File: src/sv/mimu_pkg.sv
package mimu_pkg;

  localparam int DATA_W         = 64;
  localparam int WORD_BITS_DEF  = 64;
  localparam int MIN_MODULUS    = 2;
  localparam int PMOD_RESET     = 2;
  localparam int CFG_DATA_W     = 64;
  localparam int CFG_ADDR_W     = 4;

  // register index, taken from paddr[3] (8-byte stride)
  localparam logic [0:0] REG_PMOD = 1'b0;

  typedef enum logic [1:0] {
    ST_OK             = 2'd0,
    ST_SMALL_MOD      = 2'd1,
    ST_NOT_INVERTIBLE = 2'd2
  } status_t;

  typedef struct packed {
    logic [DATA_W-1:0] factor;
    logic [DATA_W-1:0] q_last;
  } in_item_t;

  typedef struct packed {
    logic [DATA_W-1:0] product;
    status_t           status;
  } out_item_t;

endpackage

File: src/sv/mimu_apb_regs.sv
module mimu_apb_regs #(
  parameter int WORD_BITS = mimu_pkg::WORD_BITS_DEF
) (
  input  logic                            clk,
  input  logic                            rst_n,
  input  logic                            psel,
  input  logic                            penable,
  input  logic                            pwrite,
  input  logic [mimu_pkg::CFG_ADDR_W-1:0] paddr,
  input  logic [mimu_pkg::CFG_DATA_W-1:0] pwdata,
  output logic [mimu_pkg::CFG_DATA_W-1:0] prdata,
  output logic                            pready,
  output logic [WORD_BITS-1:0]            pmod
);
  import mimu_pkg::*;

  logic [WORD_BITS-1:0] pmod_r;
  logic [0:0]           reg_idx;
  logic                 wr_en;

  // only the low WORD_BITS of the modulus are ever used, so only those are kept
  assign reg_idx = paddr[CFG_ADDR_W-1 -: 1];
  assign wr_en   = psel && penable && pwrite && (reg_idx == REG_PMOD);
  assign pready  = 1'b1;
  assign pmod    = pmod_r;

  always_ff @(posedge clk) begin
    if (!rst_n) begin
      pmod_r <= WORD_BITS'(PMOD_RESET);
    end else if (wr_en) begin
      pmod_r <= pwdata[WORD_BITS-1:0];
    end
  end

  always_comb begin
    prdata = '0;
    if (reg_idx == REG_PMOD) begin
      prdata = CFG_DATA_W'(pmod_r);
    end
  end

endmodule

File: src/sv/mimu_div_unit.sv
module mimu_div_unit #(
  parameter int WORD_BITS = mimu_pkg::WORD_BITS_DEF
) (
  input  logic                 clk,
  input  logic                 rst_n,
  input  logic                 start,
  input  logic [WORD_BITS-1:0] num,
  input  logic [WORD_BITS-1:0] den,
  input  logic [WORD_BITS-1:0] addend,
  input  logic [WORD_BITS-1:0] modulus,
  output logic                 done,
  output logic [WORD_BITS-1:0] rem,
  output logic [WORD_BITS-1:0] acc
);
  import mimu_pkg::*;

  localparam int W     = WORD_BITS;
  localparam int CNT_W = $clog2(W);

  logic [W-1:0]     rem_r, num_r, acc_r;
  logic [CNT_W-1:0] cnt_r;
  logic             busy_r, done_r;

  logic [W:0]   shifted, diff;
  logic         qbit;
  logic [W+1:0] hsum, m1, m2;
  logic [W-1:0] rem_nxt, acc_nxt;

  // restoring division step: one quotient bit per cycle, MSB first
  always_comb begin
    shifted = {rem_r, num_r[W-1]};
    diff    = shifted - {1'b0, den};
    qbit    = (shifted >= {1'b0, den});
    rem_nxt = qbit ? diff[W-1:0] : shifted[W-1:0];
  end

  // Horner step on the quotient bit: acc = 2*acc + qbit*addend mod m, sum < 3m
  always_comb begin
    m1   = {2'b00, modulus};
    m2   = {1'b0, modulus, 1'b0};
    hsum = {1'b0, acc_r, 1'b0} + (qbit ? {2'b00, addend} : '0);
    if (hsum >= m2) begin
      hsum = hsum - m2;
    end else if (hsum >= m1) begin
      hsum = hsum - m1;
    end
    acc_nxt = hsum[W-1:0];
  end

  always_ff @(posedge clk) begin
    if (!rst_n) begin
      busy_r <= 1'b0;
      done_r <= 1'b0;
    end else begin
      done_r <= 1'b0;
      if (start) begin
        busy_r <= 1'b1;
        num_r  <= num;
        rem_r  <= '0;
        acc_r  <= '0;
        cnt_r  <= CNT_W'(W - 1);
      end else if (busy_r) begin
        num_r <= {num_r[W-2:0], qbit};
        rem_r <= rem_nxt;
        acc_r <= acc_nxt;
        cnt_r <= cnt_r - 1'b1;
        if (cnt_r == '0) begin
          busy_r <= 1'b0;
          done_r <= 1'b1;
        end
      end
    end
  end

  assign done = done_r;
  assign rem  = rem_r;
  assign acc  = acc_r;

endmodule

File: src/sv/modular_inverse_multiply_unit.sv
// channel   ports                                          request moved when
// -------   --------------------------------------------   ---------------------------------
// input     start, busy, in_item                           start high and busy low
// result    out_valid, out_item                            out_valid high, one cycle only
// config    psel penable pwrite paddr pwdata prdata pready psel, penable, pwrite, pready high
//
// One request at a time; busy stays high until the result is issued.
// The Euclid steps, the reduction of the factor and the final multiply each take one pass
// of the shared divide / Horner unit; q_last not invertible: no factor or multiply pass.
// Modulus below two: result in the next cycle.
// Reset: synchronous, modulus (byte address 0) back to 2; the receiver cannot stall results.
module modular_inverse_multiply_unit #(
  parameter int WORD_BITS = mimu_pkg::WORD_BITS_DEF
) (
  input  logic                            clk,
  input  logic                            rst_n,
  input  logic                            start,
  output logic                            busy,
  input  mimu_pkg::in_item_t              in_item,
  output logic                            out_valid,
  output mimu_pkg::out_item_t             out_item,
  input  logic                            psel,
  input  logic                            penable,
  input  logic                            pwrite,
  input  logic [mimu_pkg::CFG_ADDR_W-1:0] paddr,
  input  logic [mimu_pkg::CFG_DATA_W-1:0] pwdata,
  output logic [mimu_pkg::CFG_DATA_W-1:0] prdata,
  output logic                            pready
);
  import mimu_pkg::*;

  localparam int W = WORD_BITS;

  typedef enum logic [2:0] {
    S_IDLE, S_VMOD, S_CHECK, S_EDIV, S_FMOD, S_MUL
  } state_t;

  state_t       state_r;
  logic [W-1:0] pmod;
  logic [W-1:0] m_r, f_r, r_r, nr_r, c_r, nc_r;
  logic         div_start_r;
  logic [W-1:0] div_num_r, div_den_r, div_add_r;
  logic         div_done;
  logic [W-1:0] div_rem, div_acc;
  logic         out_valid_r;
  out_item_t    out_item_r;
  logic [W:0]   sdiff;
  logic [W-1:0] c_new;

  mimu_apb_regs #(.WORD_BITS(WORD_BITS)) u_regs (
    .clk, .rst_n, .psel, .penable, .pwrite, .paddr, .pwdata, .prdata, .pready, .pmod
  );

  mimu_div_unit #(.WORD_BITS(WORD_BITS)) u_div (
    .clk, .rst_n,
    .start   (div_start_r),
    .num     (div_num_r),
    .den     (div_den_r),
    .addend  (div_add_r),
    .modulus (m_r),
    .done    (div_done),
    .rem     (div_rem),
    .acc     (div_acc)
  );

  // c - q*nc mod m, both operands already below m
  always_comb begin
    sdiff = {1'b0, c_r} - {1'b0, div_acc};
    c_new = sdiff[W] ? (sdiff[W-1:0] + m_r) : sdiff[W-1:0];
  end

  always_ff @(posedge clk) begin
    if (!rst_n) begin
      state_r     <= S_IDLE;
      div_start_r <= 1'b0;
      out_valid_r <= 1'b0;
    end else begin
      div_start_r <= 1'b0;
      out_valid_r <= 1'b0;
      case (state_r)
        S_IDLE: begin
          if (start) begin
            m_r <= pmod;
            f_r <= in_item.factor[W-1:0];
            if (pmod < W'(MIN_MODULUS)) begin
              out_valid_r        <= 1'b1;
              out_item_r.product <= '0;
              out_item_r.status  <= ST_SMALL_MOD;
            end else begin
              div_num_r   <= in_item.q_last[W-1:0];
              div_den_r   <= pmod;
              div_add_r   <= '0;
              div_start_r <= 1'b1;
              state_r     <= S_VMOD;
            end
          end
        end
        S_VMOD: begin
          if (div_done) begin
            nr_r    <= div_rem;
            r_r     <= m_r;
            c_r     <= '0;
            nc_r    <= W'(1);
            state_r <= S_CHECK;
          end
        end
        S_CHECK: begin
          if (nr_r == '0) begin
            if (r_r == W'(1)) begin
              div_num_r   <= f_r;
              div_den_r   <= m_r;
              div_add_r   <= '0;
              div_start_r <= 1'b1;
              state_r     <= S_FMOD;
            end else begin
              out_valid_r        <= 1'b1;
              out_item_r.product <= '0;
              out_item_r.status  <= ST_NOT_INVERTIBLE;
              state_r            <= S_IDLE;
            end
          end else begin
            // quotient r / nr and q*nc mod m come out of one pass
            div_num_r   <= r_r;
            div_den_r   <= nr_r;
            div_add_r   <= nc_r;
            div_start_r <= 1'b1;
            state_r     <= S_EDIV;
          end
        end
        S_EDIV: begin
          if (div_done) begin
            c_r     <= nc_r;
            nc_r    <= c_new;
            r_r     <= nr_r;
            nr_r    <= div_rem;
            state_r <= S_CHECK;
          end
        end
        S_FMOD: begin
          if (div_done) begin
            // divide by one so the quotient bits are the inverse itself
            div_num_r   <= c_r;
            div_den_r   <= W'(1);
            div_add_r   <= div_rem;
            div_start_r <= 1'b1;
            state_r     <= S_MUL;
          end
        end
        S_MUL: begin
          if (div_done) begin
            out_valid_r        <= 1'b1;
            out_item_r.product <= DATA_W'(div_acc);
            out_item_r.status  <= ST_OK;
            state_r            <= S_IDLE;
          end
        end
        default: begin
          state_r <= S_IDLE;
        end
      endcase
    end
  end

  assign busy      = (state_r != S_IDLE);
  assign out_valid = out_valid_r;
  assign out_item  = out_item_r;

endmodule
File: config.mk
export PLATFORM = sky130hd
export DESIGN_NAME = modular_inverse_multiply_unit
export DESIGN_NICKNAME = d
export VERILOG_FILES = /design/src/sv/mimu_pkg.sv /design/src/sv/mimu_apb_regs.sv /design/src/sv/mimu_div_unit.sv /design/src/sv/modular_inverse_multiply_unit.sv
export SDC_FILE = /design/constraint.sdc
export NUM_CORES = 2
export LEC_CHECK = 0
export ABC_CLOCK_PERIOD_IN_PS = 11800
export BUFFER_PORTS_ARGS = -buffer_cell sky130_fd_sc_hd__buf_2
export CORE_ASPECT_RATIO = 1.75
export CORE_UTILIZATION = 41
export DETAILED_ROUTE_END_ITERATION = 8
export PLACE_DENSITY = 0.67
export SYNTH_ARGS = -nofsm -noshare
export SYNTH_HDL_FRONTEND = slang
export SYNTH_SLANG_ARGS = --single-unit
export TNS_END_PERCENT = 50
File: constraint.sdc
create_clock -name clk -period 11.8 [get_ports clk]
set_clock_uncertainty 0.2 [all_clocks]
set_input_delay 0.59 -clock clk [delete_from_list [all_inputs] [get_ports clk]]
set_output_delay 0.59 -clock clk [all_outputs]
set_load 0.005 [all_outputs]
==> results.md <==
* Slew Viols, Final at 0
* Remaining antenna violation count at 0
* Syn Nets at around 6800
* CP max-delay cell: a21o_2
* Final worst slack at roughly 0.64 ns
* Worst Hold Path Cells at 3
* Die ar. at between 0.1 and 0.15 sq mm
* Top cells by count, synth: edfxtp_1 (840), nand2_1 (643), a21oi_1 (586)
* Data arrival, critical path at around 11 ns
* EDFF count, synth at 840
* Yosys warning total at 0
* Top-area cell type share of the netlist area at 0.422
* Area leader, netlist: edfxtp_1
* DRT iter0 DRCs at 4408
* CTS Sinks at 911
* Synth Flop Type: edfxtp_1
* Clock latency on the worst-skew pair at between 0.7 and 0.8 ns
* CTS tree: done
* Routing usage on met3 at 0.0288
* Die width at between 200 and 300 um
* # DRC at 2
* Initial antenna violation count at 6
* Setup-failing EPs final at 0
* Worst R2R Start: u_div.rem[11]
* Global Route Usage Sum at 0.283
* Max stage delay on crit path at 0.61 ns
* Worst vdd rail ir drop at 0.125 mV
* Core footprint at roughly 0.14 sq mm
* Net count, final at roughly 7200
* Register area share after synthesis at 0.446
* Most Crowded Layer GR: met2
* Post-layout minimum cycle time at 11.16 ns
* Relative slew slack at 0.115
* Root Buffer Master: clkbuf_16
* Worst r2r path cells at 43
* Worst slew pin tran at about 1.3 ns
* Status: finished with violations
* Worst EP required at about 12 ns
* Failing checks: design-rule violations
* Core Rows at approximately 190
* HP Class: primary input to flip-flop
* Power Density at slightly above 200 mW/mm^2
* Vert. Die Dim at roughly 510 um
* CP Launch Type: flip-flop
* First-pass DRT Iterations at 7
* Layout cells sized above 1 at 0.126
* GPL Wtd Cong at a little under 1
* Final Cycle Share at 0.946
* Post-Syn Area at approximately 0.06 sq mm
* Final core occ at 0.476
* Detailed Place HPWL at around 170000 um
* Async set-reset flop share out of synthesis at 0
* CP max FO at 36
* Crit path capture type: flip-flop
* Top-count cell post-synth: edfxtp_1
* Clock buffer depth at 3
* Final hold viol count at 0
* Starting density of the core at 0.413
* Crit path launch: u_div.rem[11]
* Pre-CTS setup slack at between 0.7 and 0.8 ns
* Met2 usage at 0.484
* Setup TNS at 0 ns
* Number of global-route vias before repair at 49700
* Netlist cell types at 83
* Synth area leaders: edfxtp_1 (42%), ha_1 (8.0%), a21oi_1 (4.9%), nand2_1 (4.0%), xnor2_1 (3.3%)
* Routed wire length at around 210000 um
* Kind of critical path: flip-flop to flip-flop
* Number of port buffers at 330
* Clock-pin slew on the worst setup and hold paths at 0.07 ns
* Met1 usage at 0.353
* RSZ-0062 raised after global routing: false
* GR Overflow Total at 0
* Global-route wire length before repair at ~310000 um
* Cells after synthesis at between 6000 and 7000
* DR vias at 50100
* Leak at 27.7 nW
* Layout area overhead at 15.3%
* I/O pin cnt at around 340
* Syn avg cell area at about 9.7 sq um
* Hold Crit Start: in_item[49]
* H-Tree Depth at 3
* #FFs+latches synth at between 900 and 1000
* Largest net degree at the start of global routing at around 150
* Vias per cell at between 5 and 6
* Max_cap viols at 0
* Max Freq at between 80 and 90 MHz
* Num CTS Buffers at 90
* Post-DR wirelength/cell at 24.9 um
[placed cells by master, fill, tap and decap left out, types with 52 or more instances in the layout]
cell / n
o21ai_0: 392
clkbuf_16: 92
nor2b_1: 110
xor2_1: 128
o21bai_1: 73
nor4_1: 58
buf_2: 330
nand2_1: 642
and2_1: 152
a22oi_1: 66
a21boi_0: 82
a21o_1: 245
nor2_1: 354
nand3_1: 94
nand2b_1: 52
dfxtp_1: 69
edfxtp_1: 840
buf_4: 203
xnor2_1: 228
a21oi_1: 584
inv_1: 280
a211oi_1: 61
nor3_1: 54
mux2_2: 66
a22o_1: 65
ha_1: 384
nand4_1: 98
mux2i_1: 81
and3_1: 111
dlygate4sd3_1: 162
[per-stage QoR]
| step | instances | hold slack, ns | cell area, sq um | power (mW) |
|---|---|---|---|---|
| floorplan | 6164 | 0.244 | 59800 | 8.77 |
| global placement | 8245 | 0.295 | 64300 | 10.8 |
| detailed placement | 8245 | 0.293 | 64300 | 10.8 |
| CTS | 8569 | 0.000934 | 68900 | 13.9 |
| global route | 8570 | 0.0420 | 68900 | 14.7 |
| finish | 8573 | 0.0298 | 68900 | 13.9 |
[flip-flops by register name, summed over array words and instances (netlist names)]
name,count
u_div.rem,64
nr_r,64
r_r,64
u_div.done,1
state_r,3
f_r,64
div_add_r,64
out_item,66
u_div.num_r,64
c_r,64
u_regs.pmod,64
m_r,64
u_div.cnt_r,6
div_num_r,64
out_valid,1
u_div.acc,64
div_start_r,1
nc_r,64
u_div.busy_r,1
div_den_r,64
[critical path: cells and delay by family, from the launching register on]
family	cells	cell delay [ns]
adder cells (fa/ha/maj)	4	1.39
AND/OR/NAND/NOR	8	2.01
buffers and inverters	7	1.09
XOR/XNOR	1	0.34
AO/OA/AOI/OAI	23	5.28
flip-flops	1	0.49
[per-layer routing]
layer,part of all wire,vias to the layer above
li1,-,23700
met1,0.40,24100
met2,0.48,2023
met3,0.068,395
met4,0.056,0
met5,0,-
[where the power goes]
group,switching [mW],internal [mW],leakage [nW]
registers,0.171,3.77,8.37
clock network,1.35,1.69,1.45
logic,4.06,2.88,17.9
total,5.58,8.35,27.7
[cell families after synthesis]
family	after synthesis	synth area share
xor+xnor	356	0.0522
other cells	1	0.0000627
fa+ha+maj	390	0.0824
mux	147	0.0260
simple gates	1832	0.149
flops	911	0.446
buf+inv	609	0.0395
compound gates	1918	0.206
[worst paths after layout]
check                                  endpoint  slack [ns]
worst max-delay path              u_div.acc[46]        0.64
worst min-delay path              div_num_r[49]        0.03
worst max register to register    u_div.acc[46]        0.64
worst min register to register  u_regs.pmod[63]        0.31
[area by class of cell]
class / count / area [sq um]
clock buffers: 99 / 2330
flip-flops and latches: 911 / 26700
fillers: 13700 / 76000
repair buffers: 702 / 4940
multi-input cells: 4644 / 30900
diodes: 4 / 10.0
clock inverters: 63 / 676
inverters: 280 / 1050
well taps: 1870 / 2340
[repair_timing]
item	in CTS	in global routing
endpoints found under the hold margin	162	0
buffers inserted	0	0
hold buffers	162	0
resized for setup	0	0
(Power assumes the default switching activity.)
